### src/hw/rtl/assert_macros.svh
// ----------------------------------------------------------------------------
// assert_macros.svh
// shared concurrent assertion macros
// ----------------------------------------------------------------------------
`ifndef ASSERT_MACROS_SVH
`define ASSERT_MACROS_SVH

// implication checked at every rising edge, off while reset is held
`define ASSERT_CLK(lbl, clk, rst_n, prop, msg) \
    lbl: assert property (@(posedge clk) disable iff (!(rst_n)) (prop)) else $error(msg);

// plain invariant, checked at every rising edge outside reset
`define ASSERT_ALWAYS(lbl, clk, rst_n, expr, msg) \
    lbl: assert property (@(posedge clk) disable iff (!(rst_n)) (expr)) else $error(msg);

`endif

### src/hw/rtl/rdsm_pkg.sv
// ----------------------------------------------------------------------------
// rdsm_pkg
// shared codes, constants and control types of the dot-star regex matcher
// ----------------------------------------------------------------------------
package rdsm_pkg;

    // operation codes of an input word
    localparam logic [1:0] OP_CLEAR  = 2'd0;
    localparam logic [1:0] OP_APPEND = 2'd1;
    localparam logic [1:0] OP_TEXT   = 2'd2;
    localparam logic [1:0] OP_QUERY  = 2'd3;

    // pattern metacharacters
    localparam logic [7:0] STAR_BYTE = 8'h2A;
    localparam logic [7:0] DOT_BYTE  = 8'h2E;

    // default element capacity
    localparam int MAX_ELEMENTS_DEF = 32;

    // controller to datapath commands
    typedef struct packed {
        logic capture;   // latch the accepted word
        logic closure;   // register the star closure of the active set
        logic apply;     // execute the latched operation
    } t_cmd;

    // datapath to controller status
    typedef struct packed {
        logic is_query;  // latched operation produces a result word
    } t_status;

endpackage

### src/hw/rtl/rdsm_ctrl.sv
// ----------------------------------------------------------------------------
// rdsm_ctrl
// sequencer for capture, closure and apply, plus the output valid flag
// ----------------------------------------------------------------------------
module rdsm_ctrl
    import rdsm_pkg::*;
(
    input  logic    i_clk,
    input  logic    i_rst_n,
    input  logic    i_valid,
    output logic    o_ready,
    output logic    o_valid,
    input  logic    i_ready,
    input  t_status i_status,
    output t_cmd    o_cmd
);

    localparam logic [1:0] S_IDLE    = 2'd0;
    localparam logic [1:0] S_CLOSURE = 2'd1;
    localparam logic [1:0] S_APPLY   = 2'd2;

    logic [1:0] r_state;
    logic [1:0] n_state;
    logic       r_out_valid;
    logic       n_out_valid;
    logic       w_out_blocked;

    // a query must wait while the result register still holds an untaken word
    assign w_out_blocked = i_status.is_query && r_out_valid && !i_ready;

    // next state and commands
    always_comb begin
        n_state     = r_state;
        o_cmd       = '0;
        case (r_state)
            S_IDLE: begin
                if (i_valid) begin
                    o_cmd.capture = 1'b1;
                    n_state       = S_CLOSURE;
                end
            end
            S_CLOSURE: begin
                o_cmd.closure = 1'b1;
                n_state       = S_APPLY;
            end
            S_APPLY: begin
                if (!w_out_blocked) begin
                    o_cmd.apply = 1'b1;
                    n_state     = S_IDLE;
                end
            end
            default: begin
                n_state = S_IDLE;
            end
        endcase
    end

    // output valid flag
    always_comb begin
        n_out_valid = r_out_valid && !i_ready;
        if (o_cmd.apply && i_status.is_query) begin
            n_out_valid = 1'b1;
        end
    end

    always_ff @(posedge i_clk) begin
        if (!i_rst_n) begin
            r_state     <= S_IDLE;
            r_out_valid <= 1'b0;
        end else begin
            r_state     <= n_state;
            r_out_valid <= n_out_valid;
        end
    end

    assign o_ready = (r_state == S_IDLE);
    assign o_valid = r_out_valid;

endmodule

### src/hw/rtl/rdsm_datapath.sv
// ----------------------------------------------------------------------------
// rdsm_datapath
// pattern element cells, nfa active set, closure adder and result register
// ----------------------------------------------------------------------------
module rdsm_datapath
    import rdsm_pkg::*;
#(
    parameter int MAX_ELEMENTS = MAX_ELEMENTS_DEF
) (
    input  logic       i_clk,
    input  logic       i_rst_n,
    input  t_cmd       i_cmd,
    input  logic [1:0] i_op,
    input  logic [7:0] i_byte_value,
    output t_status    o_status,
    output logic       o_matched,
    output logic       o_pattern_overflow
);

    localparam int N  = MAX_ELEMENTS;
    localparam int CW = $clog2(N + 1);

    // element cells, no reset: entries at or above the count are masked off
    logic [7:0]    r_chars [N];
    logic [N-1:0]  r_starred;

    logic [CW-1:0] r_count;
    logic          r_pending;
    logic          r_overflow;
    logic [N:0]    r_active;

    logic [1:0]    r_op;
    logic [7:0]    r_byte;
    logic [N:0]    r_cur;
    logic          r_matched;
    logic          r_ovf_out;

    logic [N-1:0]  w_mask;
    logic [N-1:0]  w_prop;
    logic [N-1:0]  w_gen;
    logic [N:0]    w_sum;
    logic [N:0]    w_carry;
    logic [N:0]    w_closure;
    logic [N-1:0]  w_hit;
    logic [N:0]    w_next;
    logic [N:0]    w_restart;
    logic          w_star_apply;
    logic          w_full;
    logic          w_append;

    // live elements are those below the count
    always_comb begin
        for (int p = 0; p < N; p++) begin
            w_mask[p] = (r_count > CW'(p));
        end
    end

    // star closure as a carry chain: a starred element propagates, an active starred one generates
    assign w_prop    = r_starred & w_mask;
    assign w_gen     = r_active[N-1:0] & w_prop;
    assign w_sum     = {1'b0, w_prop} + {1'b0, w_gen};
    assign w_carry   = w_sum ^ {1'b0, w_prop} ^ {1'b0, w_gen};
    assign w_closure = r_active | w_carry;

    // one compare cell per element on the closed set
    always_comb begin
        for (int p = 0; p < N; p++) begin
            w_hit[p] = w_mask[p] && r_cur[p]
                       && ((r_chars[p] == DOT_BYTE) || (r_chars[p] == r_byte));
        end
    end

    // starred hit stays, plain hit advances
    assign w_next    = {1'b0, w_hit & r_starred} | {w_hit & ~r_starred, 1'b0};
    assign w_restart = {{N{1'b0}}, 1'b1};

    // append decode
    assign w_append     = i_cmd.apply && (r_op == OP_APPEND);
    assign w_star_apply = (r_byte == STAR_BYTE) && r_pending && (r_count != '0);
    assign w_full       = (r_count == CW'(N));

    // word latch, closure register and result payload
    always_ff @(posedge i_clk) begin
        if (i_cmd.capture) begin
            r_op   <= i_op;
            r_byte <= i_byte_value;
        end
        if (i_cmd.closure) begin
            r_cur <= w_closure;
        end
        if (i_cmd.apply && (r_op == OP_QUERY)) begin
            r_matched <= !r_overflow && r_cur[r_count];
            r_ovf_out <= r_overflow;
        end
    end

    // element cell writes
    always_ff @(posedge i_clk) begin
        for (int p = 0; p < N; p++) begin
            if (w_append && !w_star_apply && !w_full && (r_count == CW'(p))) begin
                r_chars[p]   <= r_byte;
                r_starred[p] <= 1'b0;
            end
            if (w_append && w_star_apply && (r_count == CW'(p + 1))) begin
                r_starred[p] <= 1'b1;
            end
        end
    end

    // pattern bookkeeping and active set
    always_ff @(posedge i_clk) begin
        if (!i_rst_n) begin
            r_count    <= '0;
            r_pending  <= 1'b0;
            r_overflow <= 1'b0;
            r_active   <= w_restart;
        end else if (i_cmd.apply) begin
            case (r_op)
                OP_CLEAR: begin
                    r_count    <= '0;
                    r_pending  <= 1'b0;
                    r_overflow <= 1'b0;
                    r_active   <= w_restart;
                end
                OP_APPEND: begin
                    r_active <= w_restart;
                    if (w_star_apply) begin
                        r_pending <= 1'b0;
                    end else if (w_full) begin
                        r_overflow <= 1'b1;
                        r_pending  <= 1'b0;
                    end else begin
                        r_count   <= r_count + 1'b1;
                        r_pending <= 1'b1;
                    end
                end
                OP_TEXT: begin
                    r_active <= w_next;
                end
                OP_QUERY: begin
                    r_active <= w_restart;
                end
                default: begin
                    r_active <= w_restart;
                end
            endcase
        end
    end

    assign o_status.is_query = (r_op == OP_QUERY);
    assign o_matched         = r_matched;
    assign o_pattern_overflow = r_ovf_out;

endmodule

### src/hw/rtl/regex_dot_star_matcher_unit.sv
// ----------------------------------------------------------------------------
// regex_dot_star_matcher_unit
// whole-string matcher for byte patterns with '.' and '*'
// ----------------------------------------------------------------------------
// usage
//   input channel (i_valid / o_ready) carries one word: i_op and i_byte_value.
//   op clear empties the pattern, op append adds a pattern byte, op text feeds
//   one text byte through the nfa, op query returns one output word
//   (o_matched, o_pattern_overflow) on the o_valid / i_ready channel and then
//   restarts the text. append also discards any partial text.
//   every word passes capture, star closure (one adder carry chain across
//   all elements), then apply in the element compare cells. o_ready is
//   high again in the cycle after apply, so a new word is taken only once
//   the last one is applied. a query result is registered in its apply step.
//   the result register frees the input side: new words are taken while a
//   result waits. only a second query stalls in its apply step until the
//   receiver takes the pending result.
//   after reset the pattern is empty, no overflow, text at the start, no
//   result pending. queries answer 0 after the pattern overflowed until
//   a clear.
// ----------------------------------------------------------------------------
`include "assert_macros.svh"

module regex_dot_star_matcher_unit
    import rdsm_pkg::*;
#(
    parameter int MAX_ELEMENTS = MAX_ELEMENTS_DEF
) (
    input  logic       i_clk,
    input  logic       i_rst_n,
    input  logic       i_valid,
    output logic       o_ready,
    input  logic [1:0] i_op,
    input  logic [7:0] i_byte_value,
    output logic       o_valid,
    input  logic       i_ready,
    output logic       o_matched,
    output logic       o_pattern_overflow
);

    t_cmd    w_cmd;
    t_status w_status;

    // sequencer
    rdsm_ctrl u_ctrl (
        .i_clk    (i_clk),
        .i_rst_n  (i_rst_n),
        .i_valid  (i_valid),
        .o_ready  (o_ready),
        .o_valid  (o_valid),
        .i_ready  (i_ready),
        .i_status (w_status),
        .o_cmd    (w_cmd)
    );

    // element cells and nfa state
    rdsm_datapath #(
        .MAX_ELEMENTS (MAX_ELEMENTS)
    ) u_datapath (
        .i_clk              (i_clk),
        .i_rst_n            (i_rst_n),
        .i_cmd              (w_cmd),
        .i_op               (i_op),
        .i_byte_value       (i_byte_value),
        .o_status           (w_status),
        .o_matched          (o_matched),
        .o_pattern_overflow (o_pattern_overflow)
    );

    // checks
    `ASSERT_CLK(a_busy_after_accept, i_clk, i_rst_n, (i_valid && o_ready) |=> !o_ready, "ready high right after an accepted word")
    `ASSERT_CLK(a_valid_from_query, i_clk, i_rst_n, $rose(o_valid) |-> $past(w_cmd.apply && w_status.is_query), "result word without a query apply")
    `ASSERT_ALWAYS(a_ovf_no_match, i_clk, i_rst_n, !(o_valid && o_matched && o_pattern_overflow), "match reported with pattern overflow")

endmodule

### config.mk
export PLATFORM = sky130hd
export DESIGN_NAME = regex_dot_star_matcher_unit
export DESIGN_NICKNAME = d
export VERILOG_FILES = /design/src/hw/rtl/rdsm_pkg.sv /design/src/hw/rtl/rdsm_ctrl.sv /design/src/hw/rtl/rdsm_datapath.sv /design/src/hw/rtl/regex_dot_star_matcher_unit.sv
export VERILOG_INCLUDE_DIRS = /design/src /design/src/hw/rtl
export SDC_FILE = /design/constraint.sdc
export NUM_CORES = 1
export LEC_CHECK = 0
export ABC_AREA = 0
export BUFFER_PORTS_ARGS = -buffer_cell sky130_fd_sc_hd__buf_2
export CORE_ASPECT_RATIO = 1.4
export CORE_MARGIN = 2
export CORE_UTILIZATION = 50
export CTS_CLUSTER_SIZE = 12
export DETAILED_ROUTE_END_ITERATION = 8
export GPL_TIMING_DRIVEN = 0
export HOLD_SLACK_MARGIN = 0.05
export PLACE_DENSITY = 0.69
export SLEW_MARGIN = 20
export SYNTH_ARGS = -nofsm -noshare
export SYNTH_HDL_FRONTEND = slang
export SYNTH_SLANG_ARGS = --single-unit
export TNS_END_PERCENT = 50
### constraint.sdc
create_clock -name i_clk -period 3.8 [get_ports i_clk]
set_clock_uncertainty 0.05 [all_clocks]
set_input_delay 0.57 -clock i_clk [delete_from_list [all_inputs] [get_ports i_clk]]
set_output_delay 0.57 -clock i_clk [all_outputs]
set_load 0.02 [all_outputs]
# Yosys cells after proc, flatten, opt, wreduce, memory -nomap -nowiden

Memory sizes are Yosys's and may differ from the RTL's.
Index checks and enable logic that the tools add are counted.

Magnitude comparators: 33
Reductions and logical operators: 216
Add/sub/neg operators: 2
Shift operators: 0
$mul: 0
Div/mod/pow operators: 0
Equality and inequality tests: 107
Bitwise operators: 9
Muxes and demuxes: 178

Operators by type and width:

| kind                                                                            | number |
|---|---|
| 8-bit by 6-bit equality test with 1-bit output, second input constant           | 33 |
| 8-bit equality test                                                             | 32 |
| 8-bit 2-to-1 mux                                                                | 31 |
| 8-bit OR reduction                                                              | 31 |
| 5-bit 2-to-1 mux                                                                | 31 |
| 1-bit logical AND                                                               | 139 |
| 32-bit AND                                                                      | 4 |
| 1-bit 2-to-1 mux                                                                | 106 |
| 6-bit by 5-bit equality test with 1-bit output, second input constant           | 16 |
| 6-bit by 5-bit greater-than comparator with 1-bit output, second input constant | 16 |
| 33-bit case mux with 2 select lines                                             | 1 |
| 33-bit by 32-bit XOR with 33-bit output                                         | 2 |
| 6-bit by 4-bit equality test with 1-bit output, second input constant           | 8 |
| 6-bit by 4-bit greater-than comparator with 1-bit output, second input constant | 8 |
| 32-bit by 32-bit adder with 33-bit output                                       | 1 |
| 32-bit by 33-bit bitwise OR with 33-bit output                                  | 1 |
| 33-bit bitwise OR                                                               | 1 |
| 1-bit logical OR                                                                | 32 |
| 32-bit inverter                                                                 | 1 |
| 6-bit by 3-bit equality test with 1-bit output, second input constant           | 4 |
| 6-bit by 3-bit greater-than comparator with 1-bit output, second input constant | 4 |
| 6-bit by 2-bit equality test with 1-bit output, second input constant           | 2 |
| 6-bit by 1-bit greater-than comparator with 1-bit output, second input constant | 2 |
| 6-bit by 2-bit greater-than comparator with 1-bit output, second input constant | 2 |
| other kinds (22)                                                                | 37 |

Bits in latches: 0
Bits in registers: 121
Input port bits: 14
RAM bits: 256
Logic and storage cells: 589
ROM bits: 0
Output and inout port bits: 4
Memories kept: 1

Memories:

| name               | depth | width | rd ports | clocked after memory_dff | write ports | RTL line            | RTL |
|---|---|---|---|---|---|---|---|
| u_datapath.r_chars | 32    | 8     | 32       | 0                        | 1           | rdsm_datapath.sv:24 | `logic [7:0] r_chars [N];` |

# Logic depth before layout (Yosys ltp)

Gate-level depths: netlist of run 1.

Depth after elaboration: 43
Mapped depth: 17
Mapped depth without buffers: 14

# Hierarchy

A second synthesis of run 1 with hierarchy kept.

Cells, all modules: 1527
Area, all modules: 18133.6 um^2

By module, submodules not included:

| module        | times used | cells an instance | area an instance (um^2) |
|---|---|---|---|
| rdsm_datapath | 1          | 1511              | 17968.5 |
| rdsm_ctrl     | 1          | 16                | 165.2 |

# Least setup slack after synthesis of run 1

No wires, ideal clock.

Path type: reg2reg
Start: register u_datapath.r_count[0]
End: register u_datapath.r_cur[30] (data pin)
Arrival time: 3443 ps
Cell stages (with the launch flop): 17
Slack: 43 ps
Path through: dfxtp_1 > buf_6 > clkbuf_1 > inv_1 > ha_1 > clkbuf_1 > nand2_1 > and3_1 > ha_1 > a211o_1 > a211oi_1 > a211oi_1 > o2111ai_1 > o21ai_1 > a311oi_2 > o21ai_1 > o41a_1

Cells in the longest elaborated chain, start to end: 7
Elaborated cells between the ends (all ways): 37

Ends and longest elaborated chain:

| element                                                                                | RTL line             | RTL |
|---|---|---|
| from (decl)                                                                            | rdsm_datapath.sv:27  | `logic [CW-1:0] r_count;` |
| from (signal assigned)                                                                 | rdsm_datapath.sv:133 | `r_count <= r_count + 1'b1;` |
| 6-bit by 1-bit greater-than comparator with 1-bit output, or another cell as far along | rdsm_datapath.sv:54  | `w_mask[p] = (r_count > CW'(p));` |
| 32-bit AND (*)                                                                         | rdsm_datapath.sv:59  | `assign w_prop = r_starred & w_mask;` |
| 32-bit AND                                                                             | rdsm_datapath.sv:60  | `assign w_gen = r_active[N-1:0] & w_prop;` |
| 32-bit by 32-bit adder with 33-bit output                                              | rdsm_datapath.sv:61  | `assign w_sum = {1'b0, w_prop} + {1'b0, w_gen};` |
| 33-bit by 32-bit XOR with 33-bit output                                                | rdsm_datapath.sv:62  | `assign w_carry = w_sum ^ {1'b0, w_prop} ^ {1'b0, w_gen};` |
| 33-bit by 32-bit XOR with 33-bit output (*)                                            | rdsm_datapath.sv:62  |  |
| 33-bit bitwise OR (*)                                                                  | rdsm_datapath.sv:63  | `assign w_closure = r_active \| w_carry;` |
| named net u_datapath.w_closure[30]                                                     | rdsm_datapath.sv:43  | `logic [N:0] w_closure;` |
| to (signal assigned)                                                                   | rdsm_datapath.sv:89  | `r_cur <= w_closure;` |
| to (decl)                                                                              | rdsm_datapath.sv:34  | `logic [N:0] r_cur;` |

Mark *: on every way through the listed nets, which the timed path passes. The rest lies on a longest branch.
A chain may end at the register's enable or synchronous reset.

# Worst setup path after layout of run 1

Start: register u_datapath.r_byte[3]
End: register u_datapath.r_active[4]

Cells in the longest elaborated chain, start to end: 6
Elaborated cells between the ends (all ways): 10

Ends and longest elaborated chain:

| element                                            | RTL line             | RTL |
|---|---|---|
| from (decl)                                        | rdsm_datapath.sv:33  | `logic [7:0] r_byte;` |
| from (signal assigned)                             | rdsm_datapath.sv:86  | `r_byte <= i_byte_value;` |
| 8-bit equality test                                | rdsm_datapath.sv:69  | `&& ((r_chars[p] == DOT_BYTE) \|\| (r_chars[p] == r_byte));` |
| 1-bit logical OR                                   | rdsm_datapath.sv:69  |  |
| 1-bit logical AND                                  | rdsm_datapath.sv:69  |  |
| 32-bit AND                                         | rdsm_datapath.sv:74  | `assign w_next = {1'b0, w_hit & r_starred} \| {w_hit & ~r_starred, 1'b0};` |
| 32-bit by 33-bit bitwise OR with 33-bit output (*) | rdsm_datapath.sv:74  |  |
| 33-bit case mux with 2 select lines (*)            | rdsm_datapath.sv:118 | `case (r_op)` |
| to (signal assigned)                               | rdsm_datapath.sv:116 | `r_active <= w_restart;` |
| to (signal assigned)                               | rdsm_datapath.sv:123 | `r_active <= w_restart;` |
| to (signal assigned)                               | rdsm_datapath.sv:126 | `r_active <= w_restart;` |
| to (decl)                                          | rdsm_datapath.sv:30  | `logic [N:0] r_active;` |

Every way passes the cells marked *; elsewhere a longest branch is shown, timed or not.

==> reports/results.ini, run 1 <==
[clocking]
clk_latency_ps = 560
hold_buffers = 0
cts.htree.levels = 2
clk_pin_slew_ps = 60
cts_tree = built
clockRootBuffer = clkbuf_16
cts_sinks = 377
cts_made_buffers = 40
clock_path_buffers = 3

[worst_setup_path]
startpoint_type = flop
crit_fanout = 14
critPathBufInv = 4
path_cells = buf_16 > buf_8 > clkbuf_1 > clkbuf_1 > xnor2_1 > nand4_1 > o21ai_0 > nand4_1 > o22ai_1 > a22oi_1 > nor2b_1
cp_slowest_stage_delay_ps = 840
crit_required_ps = 4240
crit_path_top_delay_cell = clkbuf_1
endpoint_kind = flop
path_delay_family = buffers and inverters
crit_arrival_ps = 4200
worstSetupPathType = reg -> reg

[timing]
finalMaxSlewViolations = 0
rsz0062_at_grt = yes
tightest_slew_ps = 1070
final-setup-viol-count = 0
period_share_pct = 99.0
fin_crit_ps = 3760
max_freq_mhz = 266
whs_ps = 134
fin_tns_setup_ps = 0
slew_headroom_pct = 28.7
hold_viol = 0
worst_slack_ps = 38.7

[detailed_routing]
drt_wl_total_mm = 53.5
postRouteAntennaNets = 0
viasPerCell = 6.35
dr.first_iter.drc_count = 998
drtPass1Iterations = 6
drc = 0
via_count = 13151
avgRoutedWirePerCell_um = 25.8

[outcome]
outcome = finished clean

[placed_design]
dp_slack_ps = -1440
place_congestion = 1.01
numPortBuffers = 16
hpwl_mm = 38.9

[yosys]
synthFlopType = edfxtp_1
synth_edf_count = 301
postSynthCellCount = 1511
ys_warn_count = 0
syn_nets = 1530
syn_avg_cell_area_um2 = 12.0
synthArstFlopShare_pct = 0
ys_ff_latch = 377
synth_cell_types = 78
ys_seq_area_share_pct = 58.2
yosys-top-cells-area = edfxtp_1 (50%), xnor2_1 (12%), dfxtp_1 (8.4%)
syn_area_um2 = 18100
synth_top_area_cell = edfxtp_1
netlist.area_leader.share_pct = 49.8

[global_routing]
grt_max_degree = 22
antenna_found_initial = 0
grt_pass1_vias = 13255
grt_usage_pct = 28.5
grt_pass1_wl_mm = 79.0
grt.overflow.total = 0

[floorplan]
die_h_um = 229
rows = 82
die_area_um2 = 37900
io_pins = 18
core_area_um2 = 35800
start_util_pct = 50.7
die_width_um = 165

[cells_and_area]
final_util_pct = 57.7
num_antenna_cells = 0
syn2layout_area_growth_pct = 13.9
nFillCells = 2856
final_nets = 1604
layout-drive-gt1-share_pct = 12.9

[power_and_ir_drop]
p_total_mw = 8.61
ir_worst_vdd_uv = 344
power.leakage_nw = 6.54
power_density_nw_per_um2 = 417

[flow_run]
maxCapViolCount = 0

[min_path]
hold_class = in -> reg

[repair_timing]
item                                    4_1_cts  5_1_grt
endpoints found under the setup margin      340      205
pin swaps                                     5        5
setup buffers                                 4        1
hold endpoints to repair                      0        0
gates resized for setup                      63       44
[cell usage after synthesis (6+ instances only)]
cell type,n
nor4_1,14
xnor2_1,242
buf_1,20
or3_1,7
nand2b_1,12
o21a_1,7
edfxtp_1,301
xor2_1,18
o211ai_1,13
dfxtp_1,76
o21bai_1,8
o31ai_1,6
nor2b_1,72
o22ai_1,48
a31oi_1,13
and3_1,7
a21oi_1,24
buf_2,7
nor4b_1,31
nor2_1,64
or2_2,7
mux4_2,10
a22oi_1,31
nand4_1,98
a211oi_1,6
nand2_1,65
clkbuf_1,37
nor3_1,16
inv_1,43
o21ai_0,81
nand3_1,35
[per-stage QoR]
stage	instances	instance area [um2]
after floorplan	1511	18100
after detailed placement	2009	19200
after global placement	1989	18800
final	2071	20700
after global routing	2071	20700
after CTS	2072	20600
[placed cells by master (no fill, tap or decap), drive strengths merged, types with 18 or more instances in the layout]
master / n
edfxtp: 301
inv: 45
o22ai: 48
nand4: 98
nand2: 65
a22oi: 31
dfxtp: 76
nor2b: 72
nor2: 65
o21ai: 84
nand3: 36
xnor2: 242
nor4b: 31
clkbuf: 96
buf: 54
xor2: 18
a21oi: 24
[where the power goes]
group          switching (mW)  leakage (nW)  internal [mW]
logic                   0.296          2.60          0.184
registers              0.0253          3.37           4.48
clock network            1.60         0.573           2.03
total                    1.92          6.54           6.69
[worst register-to-register path, stage by stage (launching register included)]
cell	delay, ps
edfxtp_1	590
buf_16	210
buf_8	170
clkbuf_1	350
clkbuf_1	840
xnor2_1	210
nand4_1	90
o21ai_0	490
nand4_1	240
o22ai_1	220
a22oi_1	90
nor2b_1	140
[worst paths after layout]
| kind | start | slack (ps) | endpoint | cells after the start |
|---|---|---|---|---|
| setup / recovery | u_datapath.r_byte[3] | 40 | u_datapath.r_active[4] | 11 |
| hold reg to reg | u_datapath.r_overflow | 420 | u_datapath.o_pattern_overflow | 0 |
| hold / removal | i_byte_value[2] | 130 | u_datapath.r_byte[2] | 1 |
| setup reg to reg | u_datapath.r_byte[3] | 40 | u_datapath.r_active[4] | 11 |
[sequential cells by signal, summed over array words and instances, names as in the netlist]
signal                         cells
u_ctrl.o_valid                     1
u_datapath.r_byte                  8
u_datapath.r_starred              32
u_ctrl.r_state                     2
u_datapath.r_overflow              1
u_datapath.r_count                 6
u_datapath.o_matched               1
u_datapath.r_pending               1
u_datapath.r_chars               256
u_datapath.r_active               33
u_datapath.o_pattern_overflow      1
u_datapath.r_cur                  33
u_datapath.r_op                    2
[routing by layer]
metal  track usage, %  routed length (um)
met1             32.2               19600
met3             4.94                3500
met4             18.3                3680
met5                0                   0
met2             49.1               26700
[final cells by class]
| cell class | instances | area [um2] | share of cell area [%] |
|---|---|---|---|
| inverters | 44 | 173 | 0.835 |
| multi-input cells | 1021 | 7340 | 35.5 |
| flip-flops and latches | 377 | 10600 | 51.1 |
| plain buffers | 60 | 385 | 1.86 |
| repair buffers | 41 | 457 | 2.21 |
| well taps | 462 | 578 | 2.80 |
| clock buffers | 58 | 1110 | 5.36 |
| clock inverters | 8 | 71.3 | 0.345 |
[logic make-up (layout without fill, tap and decap cells)]
family	after synthesis	count (layout)	share of synthesized area, %
xor+xnor	260	260	12.5
compound gates	286	286	10.6
fa+ha+maj	5	5	0.345
simple gates	459	459	14.5
flops	377	377	58.2
buf+inv	113	211	2.55
mux	11	11	1.30
Note: power is estimated with default switching activity, not from simulation.
==> run 2: changes to the inputs <==
--- a/config.mk
+++ b/config.mk
@@ -9,7 +9,7 @@
 export ABC_AREA = 0
 export BUFFER_PORTS_ARGS = -buffer_cell sky130_fd_sc_hd__buf_2
 export CORE_ASPECT_RATIO = 1.4
-export CORE_MARGIN = 2
+export CORE_MARGIN = 5
 export CORE_UTILIZATION = 50
 export CTS_CLUSTER_SIZE = 12
 export DETAILED_ROUTE_END_ITERATION = 8
==> reports/results.ini, run 2 (synthesized netlist as in run 1, its figures left out) <==
[clocking]
clk_latency_ps = 540  ; was 560 ps
clock_path_buffers = 3  ; unchanged
cts_made_buffers = 39  ; was 40
hold_buffers = 0  ; unchanged
cts_sinks = 377  ; unchanged
cts.htree.levels = 2  ; unchanged
clockRootBuffer = clkbuf_16  ; unchanged
clk_pin_slew_ps = 60  ; about the same
cts_tree = built  ; unchanged

[cells_and_area]
final_cell_mix = edfxtp_1 (301), xnor2_1 (242), nand4_1 (98)  ; unchanged
layout-drive-gt1-share_pct = 10.9  ; was 12.9%
largest-register = u_datapath.r_chars  ; unchanged
largest_reg_flops = 256  ; unchanged
multi_input_area_um2 = 7270  ; was 7340 um2
finalInstanceArea_um2 = 20500  ; was 20,700 um2
final_nets = 1602  ; was 1,604
syn2layout_area_growth_pct = 12.8  ; was 13.9%
final_common_cell = edfxtp_1  ; unchanged
nFillCells = 2894  ; was 2,856
num_antenna_cells = 0  ; unchanged
seqCellArea_um2 = 10600  ; unchanged
reg.largest.list = u_datapath.r_chars (256), u_datapath.r_active (33), u_datapath.r_cur (33)  ; unchanged

[min_path]
hold_class = in -> reg  ; unchanged
holdPathEnd = u_datapath.r_byte[5]  ; was u_datapath.r_byte[2]
whs_path_depth = 1  ; unchanged
hp-start = i_byte_value[5]  ; was i_byte_value[2]

[global_routing]
grt_pass1_vias = 13232  ; was 13.3k
grt_max_degree = 20  ; was 22
grt.overflow.total = 0  ; unchanged
antenna_found_initial = 0  ; unchanged
grt_pass1_wl_mm = 78.2  ; was 79.0 mm
grt_usage_pct = 25.6  ; was 28.5%

[worst_setup_path]
r2r-end = u_datapath.r_chars[21][1]  ; was u_datapath.r_active[4]
worstSetupPathType = reg -> reg  ; unchanged
rrSetupSlack_ps = 80  ; was 40 ps
crit_fanout = 11  ; was 14
crit_arrival_ps = 3830  ; was 4200 ps
path_cells = buf_8 > clkbuf_1 > nor3b_1 > nand3_1 > nand2_1 > nor2_1 > nand2_1 > nor2_1  ; was buf_16 > buf_8 > clkbuf_1 > clkbuf_1 > xnor2_1 > nand4_1 > o21ai_0 > nand4_1 > o22ai_1 > a22oi_1 > nor2b_1
startpoint_type = flop  ; unchanged
r2r_cells = 8  ; was 11
cp_slowest_stage_delay_ps = 840  ; about the same
crit_path_top_delay_cell = nor2_1  ; was clkbuf_1
crit_required_ps = 3910  ; was 4240 ps
rr_startpoint = u_datapath.r_byte[0]  ; was u_datapath.r_byte[3]
endpoint_kind = flop  ; unchanged

[timing]
fin_tns_setup_ps = 0  ; unchanged
fin_crit_ps = 3720  ; was 3760 ps
rsz0062_at_grt = yes  ; unchanged
tightest_slew_ps = 1120  ; was 1070 ps
final-setup-viol-count = 0  ; unchanged
period_share_pct = 97.9  ; was 99.0%
worst_slack_ps = 81.5  ; was 38.7 ps
finalMaxSlewViolations = 0  ; unchanged
max_freq_mhz = 269  ; was 266 MHz
slew_headroom_pct = 25.3  ; was 28.7%
hold_viol = 0  ; unchanged

[power_and_ir_drop]
power_density_nw_per_um2 = 409  ; was 417 nW/um2
power.leakage_nw = 6.46  ; was 6.54 nW
ir_worst_vdd_uv = 340  ; was 344 uV

[detailed_routing]
postRouteAntennaNets = 0  ; unchanged
drtPass1Iterations = 5  ; was 6
drc = 0  ; unchanged
via_count = 13216  ; about the same
dr.first_iter.drc_count = 1214  ; was 998
drt_wl_total_mm = 52.5  ; was 53.5 mm
avgRoutedWirePerCell_um = 25.4  ; was 25.8 um
viasPerCell = 6.40  ; was 6.35

[placed_design]
placed_area_um2 = 19100  ; was 19,200 um2
numPortBuffers = 16  ; unchanged
dp_slack_ps = -1290  ; was -1440 ps
place_congestion = 1.01  ; about the same
hpwl_mm = 38.0  ; was 38.9 mm

[outcome]
outcome = finished clean  ; unchanged

[flow_run]
maxCapViolCount = 0  ; unchanged

[floorplan]
die_width_um = 171  ; was 165 um
core_area_um2 = 35800  ; unchanged
die_h_um = 235  ; was 229 um
rows = 82  ; unchanged
die_area_um2 = 40300  ; was 37,900 um2
start_util_pct = 50.7  ; unchanged
io_pins = 18  ; unchanged

-- run 2: power by group --
part           leakage (nW)  switching (mW)  internal, mW
clock                 0.527            1.52          1.87
combinational          2.57           0.292         0.179
sequential             3.37          0.0292          4.48
-- run 2: timing repair --
| action | in CTS | in global routing |
|---|---|---|
| setup buffers | 3 | 1 |
| cloned | 0 | 0 |
| resized for setup | 53 | 28 |
| endpoints found under the setup margin | 316 | 100 |
| pin swaps | 4 | 6 |
-- run 2: worst max-delay path by stage --
stage / from / endpoint / cells past startpoint
global placement: u_datapath.r_byte[6] / u_datapath.r_active[15] / 10
finish: u_datapath.r_byte[0] / u_datapath.r_chars[21][1] / 8
detailed placement: u_datapath.r_count[1] / u_datapath.r_cur[30] / 16
global route: u_datapath.r_byte[0] / u_datapath.r_chars[21][2] / 8
CTS: u_datapath.r_byte[1] / u_datapath.r_active[24] / 10
floorplan: u_datapath.r_count[0] / u_datapath.r_cur[30] / 16
-- run 2: final cells by class --
class,instances,share of cell area [%]
Multi-Input combinational cell,1021,35.5
Clock inverter,12,0.355
Tap cell,462,2.82
Sequential cell,377,51.6
Clock buffer,49,4.95
Timing Repair Buffer,40,2.16
Buffer,60,1.73
Inverter,44,0.856
-- run 2: worst max-delay path, delay by kind of cell (launching register included) --
| family | cells | cell delay (ps) |
|---|---|---|
| and+or+nand+nor | 6 | 2000 |
| buffers and inverters | 2 | 630 |
| DFF | 1 | 660 |
-- run 2: routing by layer --
layer	global-route usage (%)	vias to the layer above	wire length (um)
met5	0	-	0
met4	14.1	0	3310
met1	31.1	6494	19300
met3	3.49	196	4030
met2	43.7	695	25900
li1	-	5831	-
-- run 2: metrics by stage --
stage | hold slack [ps] | utilization, % | total power, mW | std cells
detailed placement | 435 | 53.5 | 5.06 | 2008
CTS | 132 | 57.0 | 8.41 | 2063
global placement | 429 | 52.5 | 5.01 | 1989
finish | 154 | 57.2 | 8.37 | 2065
global route | 139 | 57.2 | 8.58 | 2065
floorplan | 382 | - | 4.85 | 1511
